`src/rtl/core/rsa_modular_exponentiation_defines.svh`:
```
// assertion macros for the rsa exponentiation engine
`ifndef RSA_MODULAR_EXPONENTIATION_DEFINES_SVH
`define RSA_MODULAR_EXPONENTIATION_DEFINES_SVH

// same-cycle implication, sampled on clk, off during reset
`define RSA_ASSERT_IMP(label, ante, cons, msg) \
	label: assert property (@(posedge clk) disable iff (!arst_n) (ante) |-> (cons)) \
		else $error(msg);

// next-cycle implication, sampled on clk, off during reset
`define RSA_ASSERT_NXT(label, ante, cons, msg) \
	label: assert property (@(posedge clk) disable iff (!arst_n) (ante) |=> (cons)) \
		else $error(msg);

`endif

```
`src/rtl/core/rsa_pkg.sv`:
```
// shared types and constants of the rsa exponentiation engine
package rsa_pkg;

	localparam int DATA_W = 32;
	localparam int CFG_IDX_W = 2;
	localparam int MIN_OP_W = 12;

	localparam int PRIME_P = 61;
	localparam int PRIME_Q = 53;
	localparam int RESET_MODULUS = PRIME_P * PRIME_Q;
	localparam int RESET_PUB_EXP = 17;
	localparam int RESET_PRIV_EXP = 2753;

	localparam logic [CFG_IDX_W-1:0] REG_MODULUS = 2'd0;
	localparam logic [CFG_IDX_W-1:0] REG_PUB_EXP = 2'd1;
	localparam logic [CFG_IDX_W-1:0] REG_PRIV_EXP = 2'd2;

	localparam logic FUNC_ENCRYPT = 1'b0;
	localparam logic FUNC_DECRYPT = 1'b1;

	typedef enum logic [2:0] {
		ST_IDLE,
		ST_REDUCE,
		ST_CHECK,
		ST_MULT,
		ST_NEXT,
		ST_SQR
	} state_t;

	typedef struct packed {
		logic capture;
		logic mul_step;
		logic setup_mul;
		logic setup_sqr;
		logic wr_base;
		logic wr_acc;
		logic shift_exp;
		logic emit;
	} dp_cmd_t;

	typedef struct packed {
		logic mul_last;
		logic exp_zero;
		logic exp_lsb;
		logic exp_rest_zero;
	} dp_status_t;

endpackage

```
`src/rtl/core/rsa_modular_exponentiation.sv`:
```
// top level of the rsa exponentiation engine: key registers, sequencer and datapath
// operand width W = max(WORD_BITS, 12); the modular multiplier is bit-serial
// one item at a time, busy high throughout
// done strobes one cycle with result_value; the receiver cannot stall
// reset: asynchronous, active low, loads modulus 3233, exponents 17 and 2753, goes idle
module rsa_modular_exponentiation import rsa_pkg::*; #(
	parameter int WORD_BITS = 32
) (
	input  logic                 clk,
	input  logic                 arst_n,
	input  logic                 start,
	output logic                 busy,
	input  logic                 func,
	input  logic [DATA_W-1:0]    data_value,
	output logic                 done,
	output logic [DATA_W-1:0]    result_value,
	input  logic                 cfg_valid,
	output logic                 cfg_ready,
	input  logic [CFG_IDX_W-1:0] cfg_index,
	input  logic [DATA_W-1:0]    cfg_data
);

	`include "rsa_modular_exponentiation_defines.svh"

	localparam int OP_BITS = (WORD_BITS > MIN_OP_W) ? WORD_BITS : MIN_OP_W;

	logic [OP_BITS-1:0] mod_q;
	logic [OP_BITS-1:0] pub_q;
	logic [OP_BITS-1:0] priv_q;
	logic [OP_BITS-1:0] cfg_word;
	logic               cfg_fire;
	logic               mod_low_write;
	logic [OP_BITS-1:0] result;
	dp_cmd_t            cmd;
	dp_status_t         status;

	assign cfg_ready = 1'b1;
	assign cfg_fire = cfg_valid && cfg_ready;
	assign cfg_word = OP_BITS'(cfg_data[WORD_BITS-1:0]);
	assign mod_low_write = cfg_fire && (cfg_index == REG_MODULUS) && (cfg_word < OP_BITS'(2));

	always_ff @(posedge clk or negedge arst_n) begin
		if (!arst_n) begin
			mod_q <= OP_BITS'(RESET_MODULUS);
			pub_q <= OP_BITS'(RESET_PUB_EXP);
			priv_q <= OP_BITS'(RESET_PRIV_EXP);
		end else if (cfg_fire) begin
			case (cfg_index)
				REG_MODULUS: begin
					if (cfg_word >= OP_BITS'(2)) begin
						mod_q <= cfg_word;
					end
				end
				REG_PUB_EXP: begin
					pub_q <= cfg_word;
				end
				REG_PRIV_EXP: begin
					priv_q <= cfg_word;
				end
				default: begin
				end
			endcase
		end
	end

	rsa_ctrl u_ctrl (
		.clk    (clk),
		.arst_n (arst_n),
		.start  (start),
		.status (status),
		.cmd    (cmd),
		.busy   (busy)
	);

	rsa_dp #(
		.WORD_BITS (WORD_BITS),
		.OP_BITS   (OP_BITS)
	) u_dp (
		.clk        (clk),
		.arst_n     (arst_n),
		.cmd        (cmd),
		.func       (func),
		.data_value (data_value),
		.modulus    (mod_q),
		.pub_exp    (pub_q),
		.priv_exp   (priv_q),
		.status     (status),
		.done       (done),
		.result     (result)
	);

	assign result_value = DATA_W'(result);

	`RSA_ASSERT_IMP(a_result_below_mod, done, result < mod_q, "result not reduced below modulus")
	`RSA_ASSERT_NXT(a_start_takes, start && !busy, busy, "accepted start did not raise busy")
	`RSA_ASSERT_NXT(a_done_single, done, !done, "done strobe longer than one cycle")
	`RSA_ASSERT_NXT(a_mod_guard, mod_low_write, $stable(mod_q), "modulus below two was taken")

endmodule

```
`src/rtl/core/rsa_ctrl.sv`:
```
// sequencer for reduce, multiply and square steps
module rsa_ctrl import rsa_pkg::*; (
	input  logic       clk,
	input  logic       arst_n,
	input  logic       start,
	input  dp_status_t status,
	output dp_cmd_t    cmd,
	output logic       busy
);

	state_t state_q;
	state_t state_d;

	always_ff @(posedge clk or negedge arst_n) begin
		if (!arst_n) begin
			state_q <= ST_IDLE;
		end else begin
			state_q <= state_d;
		end
	end

	always_comb begin
		state_d = state_q;
		cmd = '0;
		busy = 1'b1;
		case (state_q)
			ST_IDLE: begin
				busy = 1'b0;
				if (start) begin
					cmd.capture = 1'b1;
					state_d = ST_REDUCE;
				end
			end
			ST_REDUCE: begin
				cmd.mul_step = 1'b1;
				if (status.mul_last) begin
					cmd.wr_base = 1'b1;
					state_d = ST_CHECK;
				end
			end
			ST_CHECK: begin
				if (status.exp_zero) begin
					cmd.emit = 1'b1;
					state_d = ST_IDLE;
				end else if (status.exp_lsb) begin
					cmd.setup_mul = 1'b1;
					state_d = ST_MULT;
				end else begin
					state_d = ST_NEXT;
				end
			end
			ST_MULT: begin
				cmd.mul_step = 1'b1;
				if (status.mul_last) begin
					cmd.wr_acc = 1'b1;
					state_d = ST_NEXT;
				end
			end
			ST_NEXT: begin
				cmd.shift_exp = 1'b1;
				if (status.exp_rest_zero) begin
					state_d = ST_CHECK;
				end else begin
					cmd.setup_sqr = 1'b1;
					state_d = ST_SQR;
				end
			end
			ST_SQR: begin
				cmd.mul_step = 1'b1;
				if (status.mul_last) begin
					cmd.wr_base = 1'b1;
					state_d = ST_CHECK;
				end
			end
			default: begin
				state_d = ST_IDLE;
			end
		endcase
	end

endmodule

```
`src/rtl/core/rsa_dp.sv`:
```
// operand registers and bit-serial modular multiplier
module rsa_dp import rsa_pkg::*; #(
	parameter int WORD_BITS = 32,
	parameter int OP_BITS = 32
) (
	input  logic               clk,
	input  logic               arst_n,
	input  dp_cmd_t            cmd,
	input  logic               func,
	input  logic [DATA_W-1:0]  data_value,
	input  logic [OP_BITS-1:0] modulus,
	input  logic [OP_BITS-1:0] pub_exp,
	input  logic [OP_BITS-1:0] priv_exp,
	output dp_status_t         status,
	output logic               done,
	output logic [OP_BITS-1:0] result
);

	localparam int CNT_W = $clog2(OP_BITS);

	logic [OP_BITS-1:0] m_q;
	logic [OP_BITS-1:0] e_q;
	logic [OP_BITS-1:0] acc_q;
	logic [OP_BITS-1:0] base_q;
	logic [OP_BITS-1:0] a_q;
	logic [OP_BITS-1:0] b_q;
	logic [OP_BITS-1:0] r_q;
	logic [OP_BITS-1:0] result_q;
	logic [CNT_W-1:0]   cnt_q;
	logic               done_q;

	logic [OP_BITS:0]   m_ext;
	logic [OP_BITS:0]   dbl;
	logic [OP_BITS:0]   dbl_sub;
	logic [OP_BITS-1:0] r_half;
	logic [OP_BITS:0]   sum;
	logic [OP_BITS:0]   sum_sub;
	logic [OP_BITS-1:0] r_next;

	// r = 2r + a_bit * b mod m, with r and b below m
	always_comb begin
		m_ext = {1'b0, m_q};
		dbl = {r_q, 1'b0};
		dbl_sub = dbl - m_ext;
		r_half = (dbl >= m_ext) ? dbl_sub[OP_BITS-1:0] : dbl[OP_BITS-1:0];
		sum = {1'b0, r_half} + (a_q[OP_BITS-1] ? {1'b0, b_q} : '0);
		sum_sub = sum - m_ext;
		r_next = (sum >= m_ext) ? sum_sub[OP_BITS-1:0] : sum[OP_BITS-1:0];
	end

	always_ff @(posedge clk or negedge arst_n) begin
		if (!arst_n) begin
			cnt_q <= '0;
			done_q <= 1'b0;
		end else begin
			done_q <= cmd.emit;
			if (cmd.capture || cmd.setup_mul || cmd.setup_sqr) begin
				cnt_q <= '0;
			end else if (cmd.mul_step) begin
				cnt_q <= cnt_q + CNT_W'(1);
			end
		end
	end

	always_ff @(posedge clk) begin
		if (cmd.capture) begin
			m_q <= modulus;
			e_q <= (func == FUNC_DECRYPT) ? priv_exp : pub_exp;
			acc_q <= OP_BITS'(1);
			a_q <= OP_BITS'(data_value[WORD_BITS-1:0]);
			b_q <= OP_BITS'(1);
			r_q <= '0;
		end else if (cmd.setup_mul) begin
			a_q <= acc_q;
			b_q <= base_q;
			r_q <= '0;
		end else if (cmd.setup_sqr) begin
			a_q <= base_q;
			b_q <= base_q;
			r_q <= '0;
		end else if (cmd.mul_step) begin
			a_q <= a_q << 1;
			r_q <= r_next;
		end
		if (cmd.wr_base) begin
			base_q <= r_next;
		end
		if (cmd.wr_acc) begin
			acc_q <= r_next;
		end
		if (cmd.shift_exp) begin
			e_q <= e_q >> 1;
		end
		if (cmd.emit) begin
			result_q <= acc_q;
		end
	end

	assign status.mul_last = (cnt_q == CNT_W'(OP_BITS - 1));
	assign status.exp_zero = (e_q == '0);
	assign status.exp_lsb = e_q[0];
	assign status.exp_rest_zero = (e_q[OP_BITS-1:1] == '0);

	assign done = done_q;
	assign result = result_q;

endmodule
```
`config.mk`:
```
export PLATFORM = sky130hd
export DESIGN_NAME = rsa_modular_exponentiation
export DESIGN_NICKNAME = d
export VERILOG_FILES = /design/src/rtl/core/rsa_pkg.sv /design/src/rtl/core/rsa_modular_exponentiation.sv /design/src/rtl/core/rsa_ctrl.sv /design/src/rtl/core/rsa_dp.sv
export VERILOG_INCLUDE_DIRS = /design/src /design/src/rtl/core
export SDC_FILE = /design/constraint.sdc
export NUM_CORES = 1
export LEC_CHECK = 0
export ABC_AREA = 0
export ABC_CLOCK_PERIOD_IN_PS = 21500
export BUFFER_PORTS_ARGS = -buffer_cell sky130_fd_sc_hd__buf_2
export CORE_MARGIN = 4
export CORE_UTILIZATION = 30
export CTS_CLUSTER_DIAMETER = 30
export DETAILED_ROUTE_END_ITERATION = 8
export GPL_TIMING_DRIVEN = 0
export SETUP_SLACK_MARGIN = 0.15
export SYNTH_ARGS = -nofsm -noshare
export SYNTH_HDL_FRONTEND = slang
export SYNTH_SLANG_ARGS = --single-unit
```
`constraint.sdc`:
```
create_clock -name clk -period 21.5 [get_ports clk]
set_clock_uncertainty 0.1 [all_clocks]
set_input_delay 3.225 -clock clk [delete_from_list [all_inputs] [get_ports clk]]
set_output_delay 3.225 -clock clk [all_outputs]
set_load 0.01 [all_outputs]
```
# After elaboration in Yosys (flattened, before gate mapping)

Cells that the tools add are included.

Register bits: 361
Bits in read-only memories: 0
Output and inout port bits: 35
Memories: 0
Latch bits: 0
RAM bits: 0

Multipliers: 0
Add/sub/neg operators: 4
Shift-type cells: 0
Magnitude comparators: 3
Bitwise operators: 0
Muxes and demuxes: 38
Equal/unequal tests: 11
Reduce and logical (&&, ||, !) cells: 18
Divide/modulo/power cells: 0

Operators with widths:

| cell                                                 | count |
|---|---|
| two-way mux 32 bit                                   | 12 |
| >= comparator 33 x 32 -> 1 bit                       | 2 |
| subtractor 32 bit                                    | 2 |
| two-way mux 31 bit                                   | 2 |
| adder 32 x 32 -> 33 bit                              | 1 |
| >= comparator 32 x 2 -> 1 bit, second input constant | 1 |
| logical NOT 32 bit                                   | 1 |
| logical NOT 31 bit                                   | 1 |
| two-way mux 3 bit                                    | 6 |
| two-way mux 1 bit                                    | 15 |
| one-hot mux 3 bit (5 select lines)                   | 1 |
| two-way mux 5 bit                                    | 2 |
| nonzero test 2 bit                                   | 4 |
| == test 3 x 2 -> 1 bit, second input constant        | 2 |
| == test 3 bit, second input constant                 | 2 |
| AND reduction 3 bit                                  | 2 |
| OR reduction 3 bit                                   | 2 |
| adder 5 x 1 -> 5 bit, second input constant          | 1 |
| == test 5 bit, second input constant                 | 1 |
| inequality test 2 bit, second input constant         | 2 |
| AND reduction 2 bit                                  | 2 |
| nonzero test 4 bit                                   | 1 |
| == test 3 x 1 -> 1 bit, second input constant        | 1 |
| logical NOT 3 bit                                    | 1 |
| other kinds (6)                                      | 7 |

# Logic depth before layout (Yosys ltp)

Gate-level depths: netlist of run 1.

Depth in word-level cells: 7
Gate-level depth with buffers: 37
Gate-level depth less buffers: 33

# Modules after synthesis

A second synthesis of run 1 with hierarchy kept.

Cells, all modules: 1,930
Area, all modules: 20,059.2 um2

By module, submodules not included:

| module                     | instances | sequential area each (um2) | area each (um2) | cells each |
|---|---|---|---|---|
| rsa_dp                     | 1         | 7,186.9                    | 16,149.2        | 1,681 |
| rsa_modular_exponentiation | 1         | 2,417.3                    | 3,658.5         | 217 |
| rsa_ctrl                   | 1         | 75.1                       | 251.5           | 32 |

# Worst setup path before layout of run 1

OpenSTA, ideal clock, no wires.

Kind: register to register
Start point: reg u_dp.m_q[10]
End point: reg u_dp.acc_q[20] (data pin)
Stages on the path, launching flop included: 35
Slack: 14.080 ns
Setup time: 0.265 ns
Arrival: 7.055 ns
Buffers on the path: 5
Data required time: 21.135 ns
Period minus slack after synthesis: 7.420 ns
Cells stage by stage: edfxtp_1 inv_1 ha_1 a21o_1 a311o_1 a211oi_1 or2_2 a31oi_4 a21oi_2 o21ai_1 a211o_1 buf_6 buf_6 mux2_4 fa_1 nor2b_1 o31a_1 o221a_4 o2111ai_2 a211oi_2 o21ai_0 and4_1 nor3_1 inv_1 ha_1 clkbuf_1 nand2_1 o21ai_0 a31o_2 o311ai_4 o211ai_2 buf_6 buf_6 mux2i_1 nor2_1

Longest elaborated chain between the ends: 6

RTL lines:

| what                                                                       | RTL line                   | RTL |
|---|---|---|
| from (decl)                                                                | rsa_dp.sv:21               | `logic [OP_BITS-1:0] m_q;` |
| from (signal assigned)                                                     | rsa_dp.sv:67               | `m_q <= modulus;` |
| subtractor 32 bit / >= comparator 33 x 32 -> 1 bit (equally long branches) | rsa_dp.sv:44, rsa_dp.sv:45 |  |
| two-way mux 32 bit                                                         | rsa_dp.sv:45               | `r_half = (dbl >= m_ext) ? dbl_sub[OP_BITS-1:0] : dbl[OP_BITS-1:0];` |
| adder 32 x 32 -> 33 bit                                                    | rsa_dp.sv:46               | `sum = {1'b0, r_half} + (a_q[OP_BITS-1] ? {1'b0, b_q} : '0);` |
| subtractor 32 bit / >= comparator 33 x 32 -> 1 bit (equally long branches) | rsa_dp.sv:47, rsa_dp.sv:48 |  |
| two-way mux 32 bit *                                                       | rsa_dp.sv:48               | `r_next = (sum >= m_ext) ? sum_sub[OP_BITS-1:0] : sum[OP_BITS-1:0];` |
| two-way mux 32 bit *                                                       | rsa_dp.sv:88               | `if (cmd.wr_acc) begin` |
| to (signal assigned)                                                       | rsa_dp.sv:89               | `acc_q <= r_next;` |
| to (decl)                                                                  | rsa_dp.sv:23               | `logic [OP_BITS-1:0] acc_q;` |

Mark *: on every way between the ends. The rest lies on a longest branch, timed or not.
A chain may end at the register's enable or synchronous reset.

# Final worst setup path of run 1

Start point: reg u_dp.m_q[1]
End point: reg u_dp.acc_q[25] (data pin)

Same word-level chain as after synthesis.

==> results.yml, run 1 <==
die:
  io-pin-count: 106
  floorplan_die_area_um2: 72610
  floorplan.core_area_um2: 67510
  chipHeight_um: 269.5
  num_rows: 95
  die_x_um: 269.5
  effective_utilization_at_floorplan_pct: 30.38
yosys:
  synth_xor_area_share_pct: 2.819
  dominantRegCellSynth: "sky130_fd_sc_hd__edfxtp_1"
  total_of_warnings_raised_by_yosys: 0
  synth.largest_area_cell: "sky130_fd_sc_hd__edfxtp_1"
  synth_seq_cells: 361
  post_synth_instance_area_um2: 20510
  yosys-mux-area-fraction_pct: 12.02
  synth.net_count: 2170
  synth-seq-area-share_pct: 47.20
  synthAdderAreaFrac_pct: 6.272
  netlist.area_leader.share_pct: 27.97
  synth_compound_area_share_pct: 14.84
  async_sr_flop_fraction_pct: 29.09
  synthesis.area_per_instance_um2: 10.26
  synth_enable_flop_cells: 191
  synthTopCellsByArea: "sky130_fd_sc_hd__edfxtp_1 28%, sky130_fd_sc_hd__dfrtp_1 11%, sky130_fd_sc_hd__dfxtp_1 6.3%"
  combinational_family_with_the_most_area_after_synthesis: "compound AO/OA/AOI/OAI gates"
  yosys.cell_types.count: 81
  area_share_of_and_or_nand_nor_cells_after_synthesis_pct: 13.03
  syn_inst_count: 1998
timing:
  setup_violations: 0
  period_minus_slack_ps: 9498
  smallest_hold_slack_ps: 329.4
  timing.final.crit_share_pct: 44.18
  slew_viol_final: 0
  setup_tns_ps: 0
  slew_at_the_pin_with_the_worst_max_slew_slack_ps: 1324
  tightest_slew_margin_relative_to_the_limit_pct: 11.17
  final-hold-violation-count: 0
  clock.fmax_mhz: 105.3
  grt_setup_unrepaired: "false"
  finalWorstSetupSlack_ps: 12000
clocking:
  clk_pin_slew_worst_paths_ps: 50
  holdBufCountCts: 0
  clk_path_buf_depth: 3
  cts_resized: 0
  tritoncts: "yes"
  tritoncts_num_sinks: 361
  cts_setup_buffers: 0
  insertion_delay_ps: 620
  numCtsBuffers: 77
  htree_num_levels: 3
  cts-root-buf: "sky130_fd_sc_hd__clkbuf_16"
global_routing:
  grt_overflow_total: 0
  grt_start_max_net_pins: 64
  total_routing_usage_reported_by_global_routing_pct: 16.02
  antenna_found_initial: 0
  grt_first_pass_wirelength_mm: 91.49
  via_count_of_the_first_global_routing_pass: 15740
place:
  post_place_instance_area_um2: 22190
  gp_routability_congestion: 0.9222
  port_buffers: 103
  pre_cts_slack_ps: 12050
  hpwl_mm: 46.09
drt:
  dr.pass1.iters: 5
  ant_nets: 0
  drt_drc_violations_left: 0
  vias: 15910
  route.detailed.vias_per_inst: 5.097
  routed_wl_mm: 59.71
  drt_iter0_markers: 1450
  per_cell_routed_wire_length_um: 19.13
min_path:
  hp-class: "reg -> reg"
finish:
  design.final.nets: 2355
  synthToLayoutAreaGrowth_pct: 21.91
  n_fill_cell: 6667
  postLayoutCellArea_um2: 25000
  final_layout_size_suffix_gt1_share_pct: 18.77
  multiInputGateArea_um2: 10060
  seqCellArea_um2: 9679
  diodes: 0
setup_path:
  startpoint_type: "flip-flop"
  critical-path-slowest-cell: "sky130_fd_sc_hd__mux2i_1"
  most_common_cell_type_on_the_critical_path: "sky130_fd_sc_hd__buf_6"
  worst_ep_arrival_time_ps: 9740
  timing.critical_path.to_type: "flip-flop"
  worst_path_largest_cell_delay_ps: 570
  crit_path_max_fanout: 10
  worstPathRequired_ps: 21740
  critical_setup_path_class: "reg -> reg"
status:
  run_status: "finished, final reports clean"
flow_run:
  max_cap_viols: 0
## Yosys cell counts (all sizes together), types with 10 or more instances
cell      n
dfrtp    93
a21o     40
nand3    17
buf      16
and3     19
a211oi   19
clkbuf   78
edfxtp  191
nor2    139
a22o     10
nor3     25
dfstp    12
ha       98
o211ai   17
xnor2    41
o21ai   148
dfxtp    65
nor2b    13
mux2    132
o21a     19
a31oi    11
xor2     25
o21bai   13
inv      97
nand4    24
nor4     17
mux2i    88
nand2   225
and2     50
a21oi   146
## worst max-delay path: cells and delay by family (launching register included)
kind	cells	cell delay (ps)
flops	1	420
compound gates	14	3070
fa+ha+maj	4	1200
simple gates	10	2480
buf+inv	8	1350
mux	1	570
## metal layers
metal | vias up | GRT usage [%] | routed length, µm
li1 | 7645 | - | -
met1 | 7716 | 22.58 | 28130
met2 | 455 | 25.22 | 26980
met3 | 92 | 2.898 | 3253
met4 | 0 | 4.716 | 1348
met5 | - | 0 | 0
## logic make-up (layout without fill, tap and decap cells)
family                   Yosys count  in the layout
AND/OR/NAND/NOR                  574            574
AO/OA/AOI/OAI                    483            483
flip-flops                       361            361
multiplexers                     220            220
buffers and inverters            192            442
adder cells (fa/ha/maj)          101            101
XOR/XNOR                          66             66
other                              1              1
## path summary, 6_finish.rpt
kind	from	end	slack, ps	depth (start not counted)
worst max-delay path	u_dp.m_q[1]$_DFFE_PP_	u_dp.acc_q[25]$_SDFFCE_PN0P_	12000	37
worst min-delay path	mod_q[18]$_DFFE_PN0P_	u_dp.m_q[18]$_DFFE_PP_	330	0
worst max register to register	u_dp.m_q[1]$_DFFE_PP_	u_dp.acc_q[25]$_SDFFCE_PN0P_	12000	37
worst min register to register	mod_q[18]$_DFFE_PN0P_	u_dp.m_q[18]$_DFFE_PP_	330	0
max in group asynchronous	arst_n	mod_q[5]$_DFFE_PN1P_	17900	2
min in group asynchronous	arst_n	pub_q[26]$_DFFE_PN0P_	2600	1
## per-stage QoR
stage	instances	utilization, %
floorplan	1998	-
detailed placement	2977	32.87
global route	3121	37.03
finish	3121	37.03
CTS	3121	37.03
global placement	2974	32.76
## cells in the final DEF, fill, tap and decap left out, drive strengths merged, types with 8 or more instances in the layout
cell type	netlist	layout
nor3	25	25
dfstp	12	12
nand2b	8	8
a22o	10	10
dfxtp	65	65
and2	50	50
dfrtp	93	93
o21bai	13	13
nor2	139	139
nand2	225	225
clkbuf	78	170
a211oi	19	19
nand3b	8	8
and3	19	19
o21ai	148	148
bufinv	0	14
a21oi	146	146
clkinv	1	18
clkinvlp	0	9
xnor2	41	41
mux2	132	132
mux2i	88	88
ha	98	98
nand4	24	24
buf	16	122
a31oi	11	11
or2	8	8
nand3	17	17
o21a	19	19
edfxtp	191	191
nor2b	13	13
inv	97	109
nor4	17	17
o211ai	17	17
a21o	40	40
xor2	25	25
## area by class of cell
type,count,area share (%)
repair buffers,106,2.312
plain buffers,94,1.656
clock buffers,92,8.182
clock inverters,52,3.043
multi-input cells,1445,40.25
flip-flops and latches,361,38.71
inverters,98,1.471
well taps,873,4.369
Power of run 1 is not shown: default switching activity piles up to over one toggle a cycle in this logic, so the estimate is an artifact.
==> run 2: changes to the inputs <==
Settings changed: ABC_AREA 0 to 1, ABC_CLOCK_PERIOD_IN_PS 21500 to 8780.
Clock period 21.5 ns to 8.78 ns, I/O delays scaled along.
==> run 2 against run 1 <==
  * Global-route usage is 2.0 points higher
  * Largest cell class unchanged
  * Register-to-register slack worse by 10000 ps
  * Worst setup slack worse by 10000 ps
  * Die area is 11% higher
  * Highest routed layer unchanged
  * Core utilization is 0.78 points lower
==> results.yml, run 2 <==
status:
  run_status: "finished, final reports clean"
finish:
  most_common_library_cell_in_the_layout_ignoring_fill_and_taps: "sky130_fd_sc_hd__nand2_1"
  synthToLayoutAreaGrowth_pct: 19.95
  diodes: 0
  n_fill_cell: 8069
  mostFrequentLayoutCells: "992 x sky130_fd_sc_hd__nand2_1, 561 x sky130_fd_sc_hd__inv_1, 259 x sky130_fd_sc_hd__nor2_1, 206 x sky130_fd_sc_hd__nand3_1, 191 x sky130_fd_sc_hd__edfxtp_1"
  design.final.nets: 3539
  final_layout_size_suffix_gt1_share_pct: 9.939
  postLayoutCellArea_um2: 27490
global_routing:
  grt_use_met3_pct: 2.855
  use_met1_pct: 23.88
  antenna_found_initial: 1
  met2_usage_pct: 29.89
  total_routing_usage_reported_by_global_routing_pct: 18.02
  grt_start_max_net_pins: 63
  grt_first_pass_wirelength_mm: 113.2
  grt_overflow_total: 0
  via_count_of_the_first_global_routing_pass: 20160
  busiest_layer: "met2"
clocking:
  clk_pin_slew_worst_paths_ps: 50
  cts-root-buf: "sky130_fd_sc_hd__clkbuf_16"
  cts_setup_buffers: 0
  clk_path_buf_depth: 3
  insertion_delay_ps: 620
  numCtsBuffers: 78
  tritoncts: "yes"
  tritoncts_num_sinks: 361
  htree_num_levels: 3
  holdBufCountCts: 0
  cts_resized: 0
drt:
  route.detailed.vias_per_inst: 4.634
  routed_wl_mm: 73.62
  dr.pass1.iters: 5
  drt_drc_violations_left: 0
  ant_nets: 0
  vias: 20430
  per_cell_routed_wire_length_um: 16.70
  drt_iter0_markers: 1388
setup_path:
  worstPathRequired_ps: 9020
  startpoint_type: "flip-flop"
  most_common_cell_type_on_the_critical_path: "sky130_fd_sc_hd__nand2_1"
  worst_ep_arrival_time_ps: 7250
  critical_path.top_delay_family: "simple AND/OR/NAND/NOR gates"
  worst_path_largest_cell_delay_ps: 600
  r2r_slack_ps: 1770
  crit_path_max_fanout: 10
  critical_setup_path_class: "reg -> reg"
  critical_path.n_buffers_inverters: 6
  timing.critical_path.to_type: "flip-flop"
  critical-path-slowest-cell: "sky130_fd_sc_hd__nor3_1"
place:
  port_buffers: 103
  post_place_instance_area_um2: 24760
  gp_routability_congestion: 0.9682
  hpwl_mm: 60.21
die:
  io-pin-count: 106
  effective_utilization_at_floorplan_pct: 30.22
  floorplan.core_area_um2: 75820
  num_rows: 101
  floorplan_die_area_um2: 80870
  chipHeight_um: 284.4
  die_x_um: 284.4
timing:
  slew_at_the_pin_with_the_worst_max_slew_slack_ps: 1213
  timing.final.crit_share_pct: 79.85
  setup_tns_ps: 0
  clock.fmax_mhz: 142.6
  setup_violations: 0
  grt_setup_unrepaired: "false"
  slew_viol_final: 0
  final-hold-violation-count: 0
  period_minus_slack_ps: 7011
  tightest_slew_margin_relative_to_the_limit_pct: 19.07
flow_run:
  max_cap_viols: 0
yosys:
  post_synth_instance_area_um2: 22910
  synthesis.area_per_instance_um2: 7.208
  yosys.cell_types.count: 44
  synth.net_count: 3351
  total_of_warnings_raised_by_yosys: 0
  async_sr_flop_fraction_pct: 29.09
  synth.top_cells.by_count: "994 x sky130_fd_sc_hd__nand2_1, 562 x sky130_fd_sc_hd__inv_1, 260 x sky130_fd_sc_hd__nor2_1"
  most_repeated_cell_in_the_gate_level_netlist_after_synthesis: "sky130_fd_sc_hd__nand2_1"
  synth-seq-area-share_pct: 42.24
  dominantRegCellSynth: "sky130_fd_sc_hd__edfxtp_1"
  synth_seq_cells: 361
  syn_inst_count: 3179
  synth_enable_flop_cells: 191
  netlist.area_leader.share_pct: 25.03
  synthTopCellsByArea: "sky130_fd_sc_hd__edfxtp_1 25%, sky130_fd_sc_hd__nand2_1 16%, sky130_fd_sc_hd__dfrtp_1 10%"
  synth.largest_area_cell: "sky130_fd_sc_hd__edfxtp_1"
min_path:
  hp-class: "reg -> reg"
[run 2: final timing paths]
path,from,to,cells after the start
setup / recovery,u_dp.m_q[29]$_DFFE_PP_,u_dp.acc_q[9]$_SDFFCE_PN0P_,33
hold / removal,mod_q[20]$_DFFE_PN0P_,u_dp.m_q[20]$_DFFE_PP_,0
setup reg to reg,u_dp.m_q[29]$_DFFE_PP_,u_dp.acc_q[9]$_SDFFCE_PN0P_,33
hold reg to reg,mod_q[20]$_DFFE_PN0P_,u_dp.m_q[20]$_DFFE_PP_,0
max in group asynchronous,arst_n,pub_q[4]$_DFFE_PN1P_,2
min in group asynchronous,arst_n,pub_q[24]$_DFFE_PN0P_,1
[run 2: stage by stage]
step | utilization, % | hold slack, ps | setup WS (ps) | std cells
floorplan | - | 325.3 | 3826 | 3179
global placement | 32.51 | 328.5 | 1781 | 4260
detailed placement | 32.65 | 331.6 | 1786 | 4265
CTS | 36.25 | 342.4 | 1738 | 4409
global route | 36.25 | 351.2 | 1454 | 4409
finish | 36.25 | 340.2 | 1769 | 4409
[run 2: layout make-up]
type                    count  area (µm²)  area share (%)
plain buffers              96       447.9           1.630
well taps                 978        1224           4.452
flip-flops and latches    361        9679           35.21
clock inverters            53       679.4           2.472
multi-input cells        2140       10620           38.64
clock buffers              91        2052           7.465
repair buffers            108       599.3           2.180
inverters                 582        2185           7.948
[run 2: kinds of logic (layout without fill, tap and decap cells)]
| group | count (synthesis) | in the layout | share of synthesized area [%] |
|---|---|---|---|
| buffers and inverters | 678 | 930 | 11.49 |
| DFF | 361 | 361 | 42.24 |
| AOI/OAI and AO/OA | 389 | 389 | 9.517 |
| adders and majority gates | 101 | 101 | 5.613 |
| other | 1 | 1 | 0.01637 |
| and+or+nand+nor | 1597 | 1597 | 29.14 |
| xor gates and xnor gates | 52 | 52 | 1.988 |
[run 2: layer usage]
| layer | share of wire (%) | vias up |
|---|---|---|
| met3 | 5.4 | 140 |
| met5 | 0 | - |
| met1 | 45 | 9270 |
| met4 | 3.4 | 0 |
| li1 | - | 10500 |
| met2 | 46 | 520 |
Power of run 2 is left out for the same reason.
==> run 3: changes to the inputs <==
Settings changed: ABC_CLOCK_PERIOD_IN_PS 8780 to 5700.
Clock period 8.78 ns to 5.7 ns, I/O delays scaled along.
==> run 3 against run 2 <==
  * Core utilization up 5.5 points
  * Critical endpoint is now u_dp.acc_q[7]$_SDFFCE_PN0P_
  * Global-route usage up 0.63 points
  * Die area unchanged
==> results.yml, run 3 (synthesis results as in run 2) <==
die:
  num_rows: 101
  floorplan_die_area_um2: 80870
  io-pin-count: 106
  effective_utilization_at_floorplan_pct: 30.22
  chipHeight_um: 284.4
  die_x_um: 284.4
  floorplan.core_area_um2: 75820
setup_path:
  worst_path_largest_cell_delay_ps: 440
  cp-startpoint: "u_dp.m_q[1]$_DFFE_PP_"
  worst_ep_arrival_time_ps: 5910
  critical-path-slowest-cell: "sky130_fd_sc_hd__edfxtp_1"
  worstPathRequired_ps: 5950
  critical_setup_path_class: "reg -> reg"
  crit_path_max_fanout: 7
  timing.critical_path.to_type: "flip-flop"
  startpoint_type: "flip-flop"
  r2r-start: "u_dp.m_q[1]$_DFFE_PP_"
  most_common_cell_type_on_the_critical_path: "sky130_fd_sc_hd__nand2_1"
drt:
  ant_nets: 0
  drt_iter0_markers: 1525
  vias: 21560
  route.detailed.vias_per_inst: 4.732
  routed_wl_mm: 78.64
  dr.pass1.iters: 5
  per_cell_routed_wire_length_um: 17.26
  drt_drc_violations_left: 0
finish:
  design.final.nets: 3685
  layout.cells.non_filler: 4555
  final_layout_size_suffix_gt1_share_pct: 26.98
  diodes: 0
  most_common_library_cell_in_the_layout_ignoring_fill_and_taps: "sky130_fd_sc_hd__nand2_1"
  synthToLayoutAreaGrowth_pct: 38.31
  post-route-util_pct: 41.80
  mostFrequentLayoutCells: "795 x sky130_fd_sc_hd__nand2_1, 507 x sky130_fd_sc_hd__inv_1, 213 x sky130_fd_sc_hd__nor2_1, 191 x sky130_fd_sc_hd__edfxtp_1, 182 x sky130_fd_sc_hd__o21ai_0"
timing:
  setup_violations: 0
  tightest_slew_margin_relative_to_the_limit_pct: 18.54
  smallest_hold_slack_ps: 264.3
  timing.final.crit_share_pct: 99.25
  finalWorstSetupSlack_ps: 42.63
  clock.fmax_mhz: 176.8
  grt_setup_unrepaired: "true"
  period_minus_slack_ps: 5657
  slew_viol_final: 0
  final-hold-violation-count: 0
  slew_at_the_pin_with_the_worst_max_slew_slack_ps: 1221
min_path:
  hp-class: "in -> async"
clocking:
  cts-root-buf: "sky130_fd_sc_hd__clkbuf_16"
  insertion_delay_ps: 620
  htree_num_levels: 3
  holdBufCountCts: 0
  numCtsBuffers: 78
  tritoncts_num_sinks: 361
  clk_path_buf_depth: 3
  tritoncts: "yes"
  clk_pin_slew_worst_paths_ps: 50
global_routing:
  grt_start_max_net_pins: 63
  grt_first_pass_wirelength_mm: 117.4
  antenna_found_initial: 1
  use_met1_pct: 24.21
  total_routing_usage_reported_by_global_routing_pct: 18.64
  met2_usage_pct: 31.44
  grt_use_met3_pct: 2.863
  via_count_of_the_first_global_routing_pass: 20950
  grt_overflow_total: 0
  busiest_layer: "met2"
place:
  gp_routability_congestion: 0.9682
  port_buffers: 103
  pre_cts_slack_ps: -1294
  post-place-cells: 4265
  hpwl_mm: 60.21
flow_run:
  max_cap_viols: 0
status:
  run_status: "finished, final reports clean"
[run 3: changes by cell type in the layout (fill, tap and decap cells not counted), moves of 46 or more]
cell / change
sky130_fd_sc_hd__buf_4: +126
sky130_fd_sc_hd__inv_2: +52
sky130_fd_sc_hd__ha_1: -75
sky130_fd_sc_hd__ha_4: +73
sky130_fd_sc_hd__nor2_1: -46
sky130_fd_sc_hd__nand2_4: +59
sky130_fd_sc_hd__nand2_2: +132
sky130_fd_sc_hd__inv_1: -54
sky130_fd_sc_hd__nand2_1: -197
[run 3: per-layer routing]
metal / routed length (µm) / up-vias
li1: - / 10780
met1: 34190 / 9985
met2: 36890 / 616
met3: 4302 / 174
met4: 3253 / 0
met5: 0 / -
[run 3: worst max-delay path, delay by kind of cell (launching register included)]
family,cells,cell delay [ps]
fa+ha+maj,4,1140
simple gates,24,2540
buf+inv,5,750
flops,1,440
compound gates,1,390
[run 3: metrics by stage]
| step | cell area [µm²] | TNS (ps) |
|---|---|---|
| floorplan | 22910 | 0 |
| global placement | 24650 | -111820 |
| detailed placement | 24760 | -112070 |
| CTS | 29840 | 0 |
| global route | 31690 | -2955 |
| finish | 31690 | 0 |
[run 3: worst paths after layout]
check	to	slack, ps	cells past startpoint
max in group asynchronous	pub_q[4]$_DFFE_PN1P_	4480	2
hold reg to reg	u_dp.m_q[20]$_DFFE_PP_	340	0
min in group clk	u_dp.m_q[20]$_DFFE_PP_	340	0
setup / recovery	u_dp.acc_q[7]$_SDFFCE_PN0P_	40	34
setup reg to reg	u_dp.acc_q[7]$_SDFFCE_PN0P_	40	34
hold / removal	pub_q[24]$_DFFE_PN0P_	260	1
[run 3: cell type report]
cell class / instances / area, µm²
fill: 7560 / 44130
multi-input combinational: 2140 / 13390
sequential: 361 / 9681
inverter: 582 / 2190
clock buffer: 91 / 2052
timing repair buffer: 254 / 1924
tap: 978 / 1224
clock inverter: 53 / 679.4
buffer: 96 / 553.0
[run 3: what timing repair did]
item	CTS	global route
cloned	3	5
pin swaps	72	130
resized for setup	357	308
endpoints found under the setup margin	96	96
setup buffers	65	73
Power of run 3 is left out for the same reason.
